[config.mk]
export PLATFORM = sky130hd
export DESIGN_NAME = saext_ctrl
export DESIGN_NICKNAME = d
export VERILOG_FILES = /design/src/rtl/saext_pkg.sv /design/src/rtl/saext_ctrl.sv
export SDC_FILE = /design/constraint.sdc
export NUM_CORES = 1
export LEC_CHECK = 0
export BUFFER_PORTS_ARGS = -buffer_cell sky130_fd_sc_hd__clkbuf_2
export CAP_MARGIN = 0
export CORE_UTILIZATION = 45
export CTS_CLUSTER_DIAMETER = 50
export CTS_CLUSTER_SIZE = 8
export DETAILED_ROUTE_END_ITERATION = 16
export PLACE_DENSITY_LB_ADDON = 0.15
export REMOVE_ABC_BUFFERS = 1
export SYNTH_ARGS = -nofsm -noshare
export SYNTH_HDL_FRONTEND = slang
export SYNTH_SLANG_ARGS = --single-unit
[constraint.sdc]
create_clock -name clock -period 2 [get_ports clock]
set_clock_uncertainty 0.2 [all_clocks]
set_input_delay 0.1 -clock clock [delete_from_list [all_inputs] [get_ports clock]]
set_output_delay 0.1 -clock clock [all_outputs]
set_load 0.01 [all_outputs]
[src/rtl/saext_pkg.sv]
// Shared constants, types and helpers of the suffix automaton extender.
package saext_pkg;

   localparam int STATE_COUNT   = 4096;
   localparam int ALPHABET_SIZE = 26;
   localparam int STATE_W       = $clog2(STATE_COUNT);
   localparam int SYM_W         = 5;
   localparam int LEN_W         = STATE_W + 1;
   localparam int USED_W        = STATE_W + 1;
   localparam int COUNT_W       = 25;
   localparam int TR_DEPTH      = STATE_COUNT * ALPHABET_SIZE;
   localparam int TR_AW         = $clog2(TR_DEPTH);
   localparam int K_W           = $clog2(ALPHABET_SIZE);
   localparam logic [COUNT_W-1:0] COUNT_MAX = {COUNT_W{1'b1}};

   typedef enum logic [4:0] {
      ST_CLEAR,
      ST_IDLE,
      ST_LOOK_RD,
      ST_LOOK_CHK,
      ST_T_CHK,
      ST_FIND_RD,
      ST_FIND_CHK,
      ST_QLEN,
      ST_PLEN,
      ST_ALLOC,
      ST_ROW_CLR,
      ST_W2_RD,
      ST_W2_CHK,
      ST_LINK,
      ST_LINK_SET,
      ST_CLONE,
      ST_CP_RD,
      ST_CP_WR,
      ST_QLINK_RD,
      ST_QLINK_WR,
      ST_W3_RD,
      ST_W3_CHK,
      ST_FIX,
      ST_CURLINK,
      ST_COUNT,
      ST_BAD,
      ST_REFUSE,
      ST_HIT,
      ST_DONE
   } fsm_state_type;

   typedef enum logic [4:0] {
      OP_NONE,
      OP_CLEAR_ROOT,
      OP_ACCEPT,
      OP_LOOK_RD,
      OP_LOOK_CHK,
      OP_WALK_RD,
      OP_FIND_CHK,
      OP_QLEN,
      OP_PLEN,
      OP_ALLOC,
      OP_ROW_CLR,
      OP_W2_CHK,
      OP_LINK_SET,
      OP_CLONE,
      OP_CP_RD,
      OP_CP_WR,
      OP_QLINK_RD,
      OP_QLINK_WR,
      OP_W3_CHK,
      OP_FIX,
      OP_CURLINK,
      OP_COUNT,
      OP_RES_BAD,
      OP_RES_FULL,
      OP_RES_T,
      OP_EMIT
   } op_type;

   typedef struct packed {
      logic sym_bad;
      logic tr_nz;
      logic tr_is_q;
      logic t_solid;
      logic p_zero;
      logic room1;
      logic refuse;
      logic clone_now;
      logic found;
      logic solid;
      logic clone;
      logic k_last;
      logic slot_free;
   } status_type;

   function automatic logic [TR_AW-1:0] tr_addr(input logic [STATE_W-1:0] s,
                                               input logic [SYM_W-1:0] c);
      logic [TR_AW-1:0] base;
      base = TR_AW'(s) * TR_AW'(ALPHABET_SIZE);
      return base + TR_AW'(c);
   endfunction

endpackage

[src/rtl/saext_ctrl.sv]
// Sequencer that steps one item through lookup, link walks, allocation and cloning.
module saext_ctrl (
   input  logic                    clock,
   input  logic                    reset,
   input  logic                    req_valid,
   output logic                    req_ready,
   input  saext_pkg::status_type   status,
   output saext_pkg::op_type       op
);

   saext_pkg::fsm_state_type state_ff, state_in;

   always_ff @(posedge clock) begin
      if (reset) begin
         state_ff <= saext_pkg::ST_CLEAR;
      end else begin
         state_ff <= state_in;
      end
   end

   always_comb begin
      state_in = state_ff;
      unique case (state_ff)
         saext_pkg::ST_CLEAR:    if (status.k_last) state_in = saext_pkg::ST_IDLE;
         saext_pkg::ST_IDLE:     if (req_valid) state_in = saext_pkg::ST_LOOK_RD;
         saext_pkg::ST_LOOK_RD:  state_in = status.sym_bad ? saext_pkg::ST_BAD
                                                         : saext_pkg::ST_LOOK_CHK;
         saext_pkg::ST_LOOK_CHK: state_in = status.tr_nz ? saext_pkg::ST_T_CHK
                                                        : saext_pkg::ST_FIND_RD;
         saext_pkg::ST_T_CHK:    state_in = status.t_solid ? saext_pkg::ST_HIT
                                                          : saext_pkg::ST_FIND_RD;
         saext_pkg::ST_FIND_RD:  state_in = saext_pkg::ST_FIND_CHK;
         saext_pkg::ST_FIND_CHK: begin
            if (status.tr_nz) state_in = saext_pkg::ST_QLEN;
            else if (status.p_zero)
               state_in = status.room1 ? saext_pkg::ST_ALLOC : saext_pkg::ST_REFUSE;
            else state_in = saext_pkg::ST_FIND_RD;
         end
         saext_pkg::ST_QLEN:     state_in = saext_pkg::ST_PLEN;
         saext_pkg::ST_PLEN: begin
            if (status.refuse) state_in = saext_pkg::ST_REFUSE;
            else if (status.clone_now) state_in = saext_pkg::ST_CLONE;
            else state_in = saext_pkg::ST_ALLOC;
         end
         saext_pkg::ST_ALLOC:    state_in = saext_pkg::ST_ROW_CLR;
         saext_pkg::ST_ROW_CLR:  if (status.k_last) state_in = saext_pkg::ST_W2_RD;
         saext_pkg::ST_W2_RD:    state_in = saext_pkg::ST_W2_CHK;
         saext_pkg::ST_W2_CHK:   state_in = (status.tr_nz || status.p_zero)
                                            ? saext_pkg::ST_LINK : saext_pkg::ST_W2_RD;
         saext_pkg::ST_LINK:     state_in = (!status.found || status.solid)
                                            ? saext_pkg::ST_LINK_SET : saext_pkg::ST_CLONE;
         saext_pkg::ST_LINK_SET: state_in = saext_pkg::ST_COUNT;
         saext_pkg::ST_CLONE:    state_in = saext_pkg::ST_CP_RD;
         saext_pkg::ST_CP_RD:    state_in = saext_pkg::ST_CP_WR;
         saext_pkg::ST_CP_WR:    state_in = status.k_last ? saext_pkg::ST_QLINK_RD
                                                         : saext_pkg::ST_CP_RD;
         saext_pkg::ST_QLINK_RD: state_in = saext_pkg::ST_QLINK_WR;
         saext_pkg::ST_QLINK_WR: state_in = saext_pkg::ST_W3_RD;
         saext_pkg::ST_W3_RD:    state_in = saext_pkg::ST_W3_CHK;
         saext_pkg::ST_W3_CHK:   state_in = (!status.tr_is_q || status.p_zero)
                                            ? saext_pkg::ST_FIX : saext_pkg::ST_W3_RD;
         saext_pkg::ST_FIX:      state_in = status.clone ? saext_pkg::ST_DONE
                                                        : saext_pkg::ST_CURLINK;
         saext_pkg::ST_CURLINK:  state_in = saext_pkg::ST_COUNT;
         saext_pkg::ST_COUNT:    state_in = saext_pkg::ST_DONE;
         saext_pkg::ST_BAD:      state_in = saext_pkg::ST_DONE;
         saext_pkg::ST_REFUSE:   state_in = saext_pkg::ST_DONE;
         saext_pkg::ST_HIT:      state_in = saext_pkg::ST_DONE;
         saext_pkg::ST_DONE:     if (status.slot_free) state_in = saext_pkg::ST_IDLE;
         default:                state_in = saext_pkg::ST_CLEAR;
      endcase
   end

   always_comb begin
      op        = saext_pkg::OP_NONE;
      req_ready = 1'b0;
      unique case (state_ff)
         saext_pkg::ST_CLEAR:    op = saext_pkg::OP_CLEAR_ROOT;
         saext_pkg::ST_IDLE: begin
            req_ready = 1'b1;
            if (req_valid) op = saext_pkg::OP_ACCEPT;
         end
         saext_pkg::ST_LOOK_RD:  op = saext_pkg::OP_LOOK_RD;
         saext_pkg::ST_LOOK_CHK: op = saext_pkg::OP_LOOK_CHK;
         saext_pkg::ST_T_CHK:    op = saext_pkg::OP_NONE;
         saext_pkg::ST_FIND_RD:  op = saext_pkg::OP_WALK_RD;
         saext_pkg::ST_FIND_CHK: op = saext_pkg::OP_FIND_CHK;
         saext_pkg::ST_QLEN:     op = saext_pkg::OP_QLEN;
         saext_pkg::ST_PLEN:     op = saext_pkg::OP_PLEN;
         saext_pkg::ST_ALLOC:    op = saext_pkg::OP_ALLOC;
         saext_pkg::ST_ROW_CLR:  op = saext_pkg::OP_ROW_CLR;
         saext_pkg::ST_W2_RD:    op = saext_pkg::OP_WALK_RD;
         saext_pkg::ST_W2_CHK:   op = saext_pkg::OP_W2_CHK;
         saext_pkg::ST_LINK:     op = saext_pkg::OP_NONE;
         saext_pkg::ST_LINK_SET: op = saext_pkg::OP_LINK_SET;
         saext_pkg::ST_CLONE:    op = saext_pkg::OP_CLONE;
         saext_pkg::ST_CP_RD:    op = saext_pkg::OP_CP_RD;
         saext_pkg::ST_CP_WR:    op = saext_pkg::OP_CP_WR;
         saext_pkg::ST_QLINK_RD: op = saext_pkg::OP_QLINK_RD;
         saext_pkg::ST_QLINK_WR: op = saext_pkg::OP_QLINK_WR;
         saext_pkg::ST_W3_RD:    op = saext_pkg::OP_WALK_RD;
         saext_pkg::ST_W3_CHK:   op = saext_pkg::OP_W3_CHK;
         saext_pkg::ST_FIX:      op = saext_pkg::OP_FIX;
         saext_pkg::ST_CURLINK:  op = saext_pkg::OP_CURLINK;
         saext_pkg::ST_COUNT:    op = saext_pkg::OP_COUNT;
         saext_pkg::ST_BAD:      op = saext_pkg::OP_RES_BAD;
         saext_pkg::ST_REFUSE:   op = saext_pkg::OP_RES_FULL;
         saext_pkg::ST_HIT:      op = saext_pkg::OP_RES_T;
         saext_pkg::ST_DONE:     if (status.slot_free) op = saext_pkg::OP_EMIT;
         default:                op = saext_pkg::OP_NONE;
      endcase
   end

`ifndef SYNTHESIS
   a_ready_only_idle: assert property (@(posedge clock) disable iff (reset)
      req_ready |-> state_ff == saext_pkg::ST_IDLE && op != saext_pkg::OP_EMIT)
      else $error("ready outside idle");
   a_accept_starts: assert property (@(posedge clock) disable iff (reset)
      req_valid && req_ready |=> state_ff == saext_pkg::ST_LOOK_RD)
      else $error("accepted item not started");
   a_emit_to_idle: assert property (@(posedge clock) disable iff (reset)
      op == saext_pkg::OP_EMIT |=> state_ff == saext_pkg::ST_IDLE)
      else $error("emit did not return to idle");
`endif

endmodule

==> impl_metrics.json, run 1 <==
{
  "setup_ws_ns": 0.0459,
  "fill_cells": 227,
  "avgSynthCellArea_um2": 6.85,
  "pwr-share-comb_pct": 83.6,
  "cts_max_level": 1,
  "clock_sinks": 5,
  "grt.total_usage_pct": 29.1,
  "rsz0062_at_grt": "true",
  "ctsLongestPathBuffers": 2,
  "grt_first_pass_wirelength_um": 5670,
  "start_kind": "flip-flop",
  "ant_nets": 0,
  "io_buffers": 21,
  "finalHoldViolations": 0,
  "antenna_found_initial": 0,
  "ios": 22,
  "grt_max_degree": 30,
  "detail_route.wirelength_um": 3640,
  "placedCellCount": 207,
  "grt_pass1_vias": 1221,
  "power.total_uw": 2190,
  "p_clk_share_pct": 5.6,
  "die_area_um2": 2560,
  "hp-class": "in2reg",
  "yosysWarnings": 0,
  "numCtsBuffers": 3,
  "end_kind": "output pin",
  "synth_seq_cells": 5,
  "maxSlewViolCount": 0,
  "overflow": 0,
  "drt_pass1_iterations": 4,
  "power_density_nw_per_um2": 1570,
  "fin_crit_sh_pct": 97.7,
  "reg_top3": "state_ff (5)",
  "synth_ff_type": "dfxtp_1",
  "maxSlewHeadroom_pct": 76.7,
  "seq_area_frac_synth_pct": 9.43,
  "synthArstFlopShare_pct": 0,
  "max_flop_register": "state_ff",
  "diodes": 0,
  "initial_core_util_pct": 48.0,
  "synth_edf_count": 0,
  "route.detailed.drc": 0,
  "largest_reg_flops": 5,
  "insertion_delay_ns": 0.25,
  "wl_per_cell_um": 16.9,
  "dr_total_vias": 1378,
  "post_synth_num_cell_types": 58,
  "hold-worst-slack_ns": 0.0509,
  "intPower_uw": 1100,
  "tritoncts": "built",
  "synth_cells": 155,
  "clkTransAtPathRegs_ns": 0.04,
  "gp_congestion": 0.949,
  "switching_share_pct": 49.5,
  "dp_hpwl_um": 2660,
  "p_leak_uw": 0.000570,
  "final_cells": 216,
  "final_common_cell": "clkbuf_2",
  "crit_type": "reg2out",
  "utilization_pct": 62.8,
  "worstPathArrival_ns": 1.65,
  "syn_to_final_growth_pct": 31.0,
  "max_cap_viol_count": 0,
  "min_period_ns": 1.95,
  "fp.dieW_um": 50.6,
  "crit_fanout": 6,
  "coreArea_um2": 2210,
  "pre_cts_ws_ns": 0.119,
  "fmax_mhz": 512,
  "nets": 205,
  "ir_worst_vdd_uv": 878,
  "rows": 17,
  "avgViaCountPerCell": 6.38,
  "cts-root-buf": "clkbuf_4",
  "worst_pin_slew_ns": 0.346,
  "final_cell_mix": "clkbuf_2 (20), buf_4 (18), nor2_1 (11)",
  "drt_iter0_drc": 62,
  "drive_gt1_share_pct": 31.9,
  "die_h_um": 50.6,
  "cp.required_ns": 1.70,
  "switching_power_uw": 1080,
  "synth.cell_area_um2": 1060,
  "setup_viol": 0,
  "status": "finished, final reports clean",
  "p_seq_share_pct": 10.8,
  "rrSetupSlack_ns": 0.08
}
==> synthesized netlist by cell type (2+ instances only) <==
cell       number  area, um^2
nor2_1         11        41.3
buf_2          12        60.1
nand3b_1        5        37.5
o2bb2ai_1       2        17.5
buf_4           2        15.0
a21oi_1         8        40.0
o21ai_0         6        30.0
a32oi_1         2        17.5
nand3_1         4        20.0
nor3_1          7        35.0
nor4_1          4        25.0
inv_1           5        18.8
nor2b_1        10        62.6
dfxtp_1         5         100
o21a_1          2        15.0
a31oi_1         2        12.5
nor3b_1         2        15.0
or3b_1          2        17.5
a311oi_1        2        17.5
a211oi_1        3        22.5
nand2b_1       10        62.6
xnor2_1         2        17.5
nand2_1         7        26.3
o21bai_1        3        22.5
o22ai_1         2        12.5
a21o_1          3        22.5
==> layer usage <==
| layer | part of all wire [%] | wire, um | global-route usage [%] | up-vias |
|---|---|---|---|---|
| met5 | 0 | 0 | 0 | - |
| met4 | 3.7 | 133 | 13.4 | 0 |
| met3 | 7.2 | 263 | 3.64 | 14 |
| met2 | 47 | 1700 | 49.8 | 70 |
| met1 | 43 | 1550 | 35.9 | 637 |
| li1 | - | - | - | 657 |
==> final timing paths <==
check	startpoint	endpoint	cells after the start
worst min register to register	state_ff[4]	state_ff[2]	3
worst max register to register	state_ff[0]	state_ff[3]	4
worst min-delay path	req_valid	state_ff[0]	3
worst max-delay path	state_ff[1]	op[2]	6
==> what timing repair did <==
item	4_1_cts	5_1_grt
hold endpoints to repair	5	0
gates cloned	0	1
pin swaps	0	1
gates resized for setup	2	12
hold buffers	1	0
buffers inserted	0	3
setup endpoints to repair	2	4
==> area by class of cell <==
cell class | instances | area [um^2] | share of cell area (%)
clock buffer | 4 | 26.3 | 1.89
inverter | 5 | 18.8 | 1.35
sequential | 5 | 106 | 7.65
tap | 28 | 35.0 | 2.52
multi-input combinational | 129 | 875 | 62.9
timing repair buffer | 45 | 329 | 23.7
==> power by group through the flow <==
stage / clock network (uW) / registers [uW] / logic (uW)
4_1_cts: 123 / 216 / 1660
3_3_place_gp: 0 / 208 / 1620
3_5_place_dp: 0 / 213 / 1650
2_1_floorplan: 0 / 373 / 850
6_report: 123 / 236 / 1830
5_1_grt: 128 / 241 / 1990
==> stage by stage <==
step           cell area, um^2  TNS, ns
3_5_place_dp              1270        0
3_3_place_gp              1270        0
6_report                  1390        0
4_1_cts                   1310        0
5_1_grt                   1390  -0.0600
2_1_floorplan              978   -0.344
==> worst max-delay path, stage by stage (launching register included) <==
cell and delay, ns:
dfxtp_4 0.36, buf_6 0.13, buf_4 0.14, maj3_2 0.29, a222oi_1 0.29, inv_1 0.06
buf_2 0.14
==> cells by family after synthesis <==
| family | synth area share [%] |
|---|---|
| AOI/OAI and AO/OA | 36.0 |
| xor gates and xnor gates | 2.48 |
| adders and majority gates | 0.943 |
| buffers and inverters | 9.55 |
| DFF | 9.43 |
| and+or+nand+nor | 41.6 |
No activity file was read; power rests on OpenSTA's default activity.
==> run 2: changes to the inputs <==
==> constraint.sdc (replaced) <==
create_clock -name clock -period 2.1 [get_ports clock]
set_clock_uncertainty 0.2 [all_clocks]
set_input_delay 0.105 -clock clock [delete_from_list [all_inputs] [get_ports clock]]
set_output_delay 0.105 -clock clock [all_outputs]
set_load 0.01 [all_outputs]
==> run 2 against run 1 <==
Compared with the run above:
- combinational power shrank 14%
- power shrank 11%
- highest routed layer unchanged
- register-to-register slack gained 0.13 ns
- non-clock buffer count shrank 5
- via count shrank 3.8%
- global-route usage shrank 0.27 points
==> impl_metrics.json, run 2 (same netlist as run 1, synthesis figures left out) <==
{
  "pre_cts_ws_ns": 0.203,
  "crit_type": "reg2out",
  "ctsLongestPathBuffers": 2,
  "grt_pass1_vias": 1189,
  "gp_congestion": 0.912,
  "pwr-share-comb_pct": 81.5,
  "p_clk_share_pct": 5.9,
  "start_kind": "flip-flop",
  "route.detailed.drc": 0,
  "whs_path_depth": 3,
  "maxSlewViolCount": 0,
  "finalHoldViolations": 0,
  "switching_power_uw": 982,
  "hp-class": "in2reg",
  "cts_max_level": 1,
  "status": "finished, final reports clean",
  "setup_ws_ns": 0.158,
  "rrSetupSlack_ns": 0.21,
  "end_kind": "output pin",
  "drive_gt1_share_pct": 27.9,
  "worstPathArrival_ns": 1.64,
  "wl_per_cell_um": 16.3,
  "max_cap_viol_count": 0,
  "intPower_uw": 959,
  "clock_sinks": 5,
  "power_density_nw_per_um2": 1470,
  "die_area_um2": 2560,
  "setup_viol": 0,
  "tritoncts": "built",
  "fin_crit_sh_pct": 92.5,
  "detail_route.wirelength_um": 3430,
  "power.total_uw": 1940,
  "fin_setup_tns_ns": 0,
  "grt.total_usage_pct": 28.8,
  "rsz0062_at_grt": "false",
  "insertion_delay_ns": 0.24,
  "die_h_um": 50.6,
  "overflow": 0,
  "dr_total_vias": 1326,
  "utilization_pct": 59.7,
  "diodes": 0,
  "switching_share_pct": 50.6,
  "numCtsBuffers": 3,
  "avgViaCountPerCell": 6.28,
  "grt_max_degree": 28,
  "reg2reg_depth": 4,
  "nets": 200,
  "reg_top3": "state_ff (5)",
  "fp.dieW_um": 50.6,
  "p_leak_uw": 0.000535,
  "min_to": "state_ff[0]",
  "p_seq_share_pct": 12.6,
  "min_period_ns": 1.94,
  "drt_iter0_drc": 56,
  "ir_worst_vdd_uv": 696,
  "ios": 22,
  "fmax_mhz": 515,
  "maxSlewHeadroom_pct": 67.3,
  "final_common_cell": "clkbuf_2",
  "antenna_found_initial": 0,
  "worst_pin_slew_ns": 0.487,
  "drt_pass1_iterations": 4,
  "cts-root-buf": "clkbuf_4",
  "grt_first_pass_wirelength_um": 5620,
  "initial_core_util_pct": 48.0,
  "r2r-start": "state_ff[2]",
  "io_buffers": 21,
  "crit_fanout": 6,
  "cp.required_ns": 1.79,
  "ant_nets": 0,
  "reg2reg_to": "state_ff[3]",
  "largest_reg_flops": 5,
  "rows": 17,
  "hp-start": "req_valid",
  "syn_to_final_growth_pct": 24.5,
  "dp_hpwl_um": 2510,
  "max_flop_register": "state_ff",
  "coreArea_um2": 2210,
  "clkTransAtPathRegs_ns": 0.04,
  "final_cell_mix": "clkbuf_2 (20), buf_4 (16), nor2_1 (11)"
}
run 2: stage by stage:
step / hold slack (ns) / cell area (um^2) / cells
global placement: 0.140 / 1240 / 202
CTS: 0.0571 / 1270 / 207
floorplan: -0.0259 / 978 / 139
detailed placement: 0.135 / 1240 / 202
finish: 0.0665 / 1320 / 211
global route: 0.0571 / 1320 / 211
run 2: critical path, cell delays in order (launching register included):
cell      delay, ns
dfxtp_2        0.33
buf_6          0.13
nor2b_4        0.13
maj3_2         0.31
a222oi_1       0.29
inv_1          0.06
buf_2          0.14
run 2: what timing repair did:
action                                  CTS  global route
cloned                                    0             0
hold buffers                              1             0
endpoints found under the setup margin    1             4
setup buffers                             0             4
gates resized for setup                   1             8
hold endpoints to repair                  5             0
pin swaps                                 0             1
run 2: layout make-up:
class                           instances  area [um^2]
Sequential cell                         5          106
Multi-Input combinational cell        129          868
Fill cell                             217          891
Tap cell                               28         35.0
Clock buffer                            4         26.3
Timing Repair Buffer                   40          267
Inverter                                5         18.8
run 2: power groups by stage:
stage	sequential (uW)	clock [uW]	combinational, uW
6_report	246	114	1580
5_1_grt	252	125	1720
4_1_cts	230	118	1500
3_5_place_dp	227	0	1490
3_3_place_gp	225	0	1470
2_1_floorplan	355	0	809
run 2: how the worst max path moves through the flow:
stage	from	endpoint	slack, ns	cells past startpoint
4_1_cts	state_ff[0]	op[2]	0.04	6
2_1_floorplan	state_ff[0]	state_ff[3]	-0.06	4
3_3_place_gp	state_ff[4]	state_ff[3]	0.18	4
5_1_grt	state_ff[2]	op[2]	0.02	6
6_report	state_ff[0]	op[2]	0.16	6
3_5_place_dp	state_ff[4]	state_ff[3]	0.20	4
run 2: routing by layer:
metal / track usage, % / up-vias / share of wire (%)
met2: 48.4 / 65 / 45
li1: - / 645 / -
met3: 5.15 / 10 / 7.2
met5: 0 / - / 0
met4: 10.2 / 0 / 2.5
met1: 36.5 / 606 / 45
==> run 3: changes to the inputs <==
--- a/config.mk
+++ b/config.mk
@@ -7,7 +7,7 @@
 export LEC_CHECK = 0
 export BUFFER_PORTS_ARGS = -buffer_cell sky130_fd_sc_hd__clkbuf_2
 export CAP_MARGIN = 0
-export CORE_UTILIZATION = 45
+export CORE_UTILIZATION = 30
 export CTS_CLUSTER_DIAMETER = 50
 export CTS_CLUSTER_SIZE = 8
 export DETAILED_ROUTE_END_ITERATION = 16
==> run 3 against run 2 <==
Compared with the run above:
- combinational power shrank 4%
- final cell count grew 10%
- power shrank 0.53%
- sequential cell count unchanged
- via count decreased by 0.60%
- largest cell class unchanged
- highest routed layer unchanged
==> impl_metrics.json, run 3 (same netlist as run 1, synthesis figures left out) <==
{
  "status": "finished, final reports clean",
  "fmax_mhz": 488,
  "cp.required_ns": 1.79,
  "crit_type": "reg2out",
  "avgViaCountPerCell": 5.68,
  "grt_pass1_vias": 1218,
  "reg2reg_depth": 4,
  "ctsLongestPathBuffers": 2,
  "maxSlewHeadroom_pct": 71.4,
  "largest_reg_flops": 5,
  "numCtsBuffers": 3,
  "wl_met2_um": 1700,
  "dp_hpwl_um": 2730,
  "final_cell_mix": "clkbuf_2 (20), buf_4 (20), nor2_1 (11)",
  "fill_cells": 389,
  "coreArea_um2": 3360,
  "hp-class": "in2reg",
  "diodes": 0,
  "drt_iter0_drc": 74,
  "grt_max_degree": 19,
  "ant_nets": 0,
  "r2r-start": "state_ff[0]",
  "reg_top3": "state_ff (5)",
  "fp.dieW_um": 61.5,
  "gp_congestion": 0.909,
  "met3_wirelength_um": 150,
  "maxSlewViolCount": 0,
  "ir_worst_vdd_uv": 460,
  "initial_core_util_pct": 31.5,
  "clock_sinks": 5,
  "syn_to_final_growth_pct": 27.8,
  "p_leak_uw": 0.000545,
  "reg2reg_to": "state_ff[3]",
  "max_cap_viol_count": 0,
  "drt_pass1_iterations": 4,
  "placedCellCount": 226,
  "crit_path_end": "op[2]",
  "fin_crit_sh_pct": 97.5,
  "end_kind": "output pin",
  "grt.total_usage_pct": 20.9,
  "antenna_found_initial": 0,
  "die_area_um2": 3780,
  "rrSetupSlack_ns": 0.26,
  "rows": 21,
  "whs_path_depth": 3,
  "start_kind": "flip-flop",
  "cts_max_level": 1,
  "io_buffers": 21,
  "cts-root-buf": "clkbuf_4",
  "setup_viol": 0,
  "setup_ws_ns": 0.0527,
  "max_flop_register": "state_ff",
  "met1_length_um": 1630,
  "highest_layer": "met4",
  "drive_gt1_share_pct": 29.0,
  "clkTransAtPathRegs_ns": 0.05,
  "tritoncts": "built",
  "pre_cts_ws_ns": 0.180,
  "nets": 203,
  "crit_fanout": 10,
  "route.detailed.drc": 0,
  "overflow": 0,
  "utilization_pct": 40.3,
  "finalHoldViolations": 0,
  "die_h_um": 61.5,
  "worst_pin_slew_ns": 0.425,
  "insertion_delay_ns": 0.25,
  "dr_total_vias": 1318,
  "power.total_uw": 1930,
  "ios": 22,
  "min_period_ns": 2.05,
  "grt_first_pass_wirelength_um": 5860,
  "power_density_nw_per_um2": 1420,
  "critPathLaunch": "state_ff[3]",
  "detail_route.wirelength_um": 3530,
  "worstPathArrival_ns": 1.74,
  "final_cells": 232,
  "fin_setup_tns_ns": 0,
  "wl_per_cell_um": 15.2
}
## run 3: where the power goes
| group | leakage [uW] | switching, uW | internal [uW] |
|---|---|---|---|
| sequential | 0.0000439 | 147 | 160 |
| clock | 0.0000150 | 42.4 | 72.0 |
| combinational | 0.000486 | 781 | 730 |
## run 3: what timing repair did
item | 4_1_cts | 5_1_grt
setup buffers | 0 | 4
pin swaps | 0 | 1
hold endpoints to repair | 5 | 0
setup endpoints to repair | 2 | 2
resized for setup | 4 | 7
hold buffers | 1 | 0
## run 3: how the worst min path moves through the flow
stage	start	end
after CTS	req_valid	state_ff[0]
after global placement	reset	state_ff[2]
after floorplan	reset	state_ff[2]
after global routing	req_valid	state_ff[0]
after detailed placement	reset	state_ff[2]
final	req_valid	state_ff[0]
## run 3: routing by layer
metal	up-vias	global-route usage [%]
met1	616	28.9
met2	50	34.9
met3	4	1.26
li1	648	-
met4	0	6.03
met5	-	0
## run 3: stage by stage
stage,area (um^2),hold WS [ns]
final,1360,0.0452
after global routing,1360,0.0486
after CTS,1350,0.0399
after detailed placement,1300,0.134
after global placement,1300,0.125
after floorplan,978,-0.0259
## run 3: layout make-up
class | instances | area [um^2] | share of cell area [%]
tap | 46 | 57.6 | 4.24
sequential | 5 | 115 | 8.49
timing repair buffer | 43 | 277 | 20.4
multi-input combinational | 129 | 862 | 63.6
clock buffer | 4 | 26.3 | 1.94
inverter | 5 | 18.8 | 1.38
## run 3: worst max-delay path, stage by stage (launching register included)
cell	delay, ns
dfxtp_1	0.37
buf_6	0.15
nor2b_2	0.06
maj3_1	0.36
a222oi_1	0.34
inv_1	0.07
buf_2	0.14
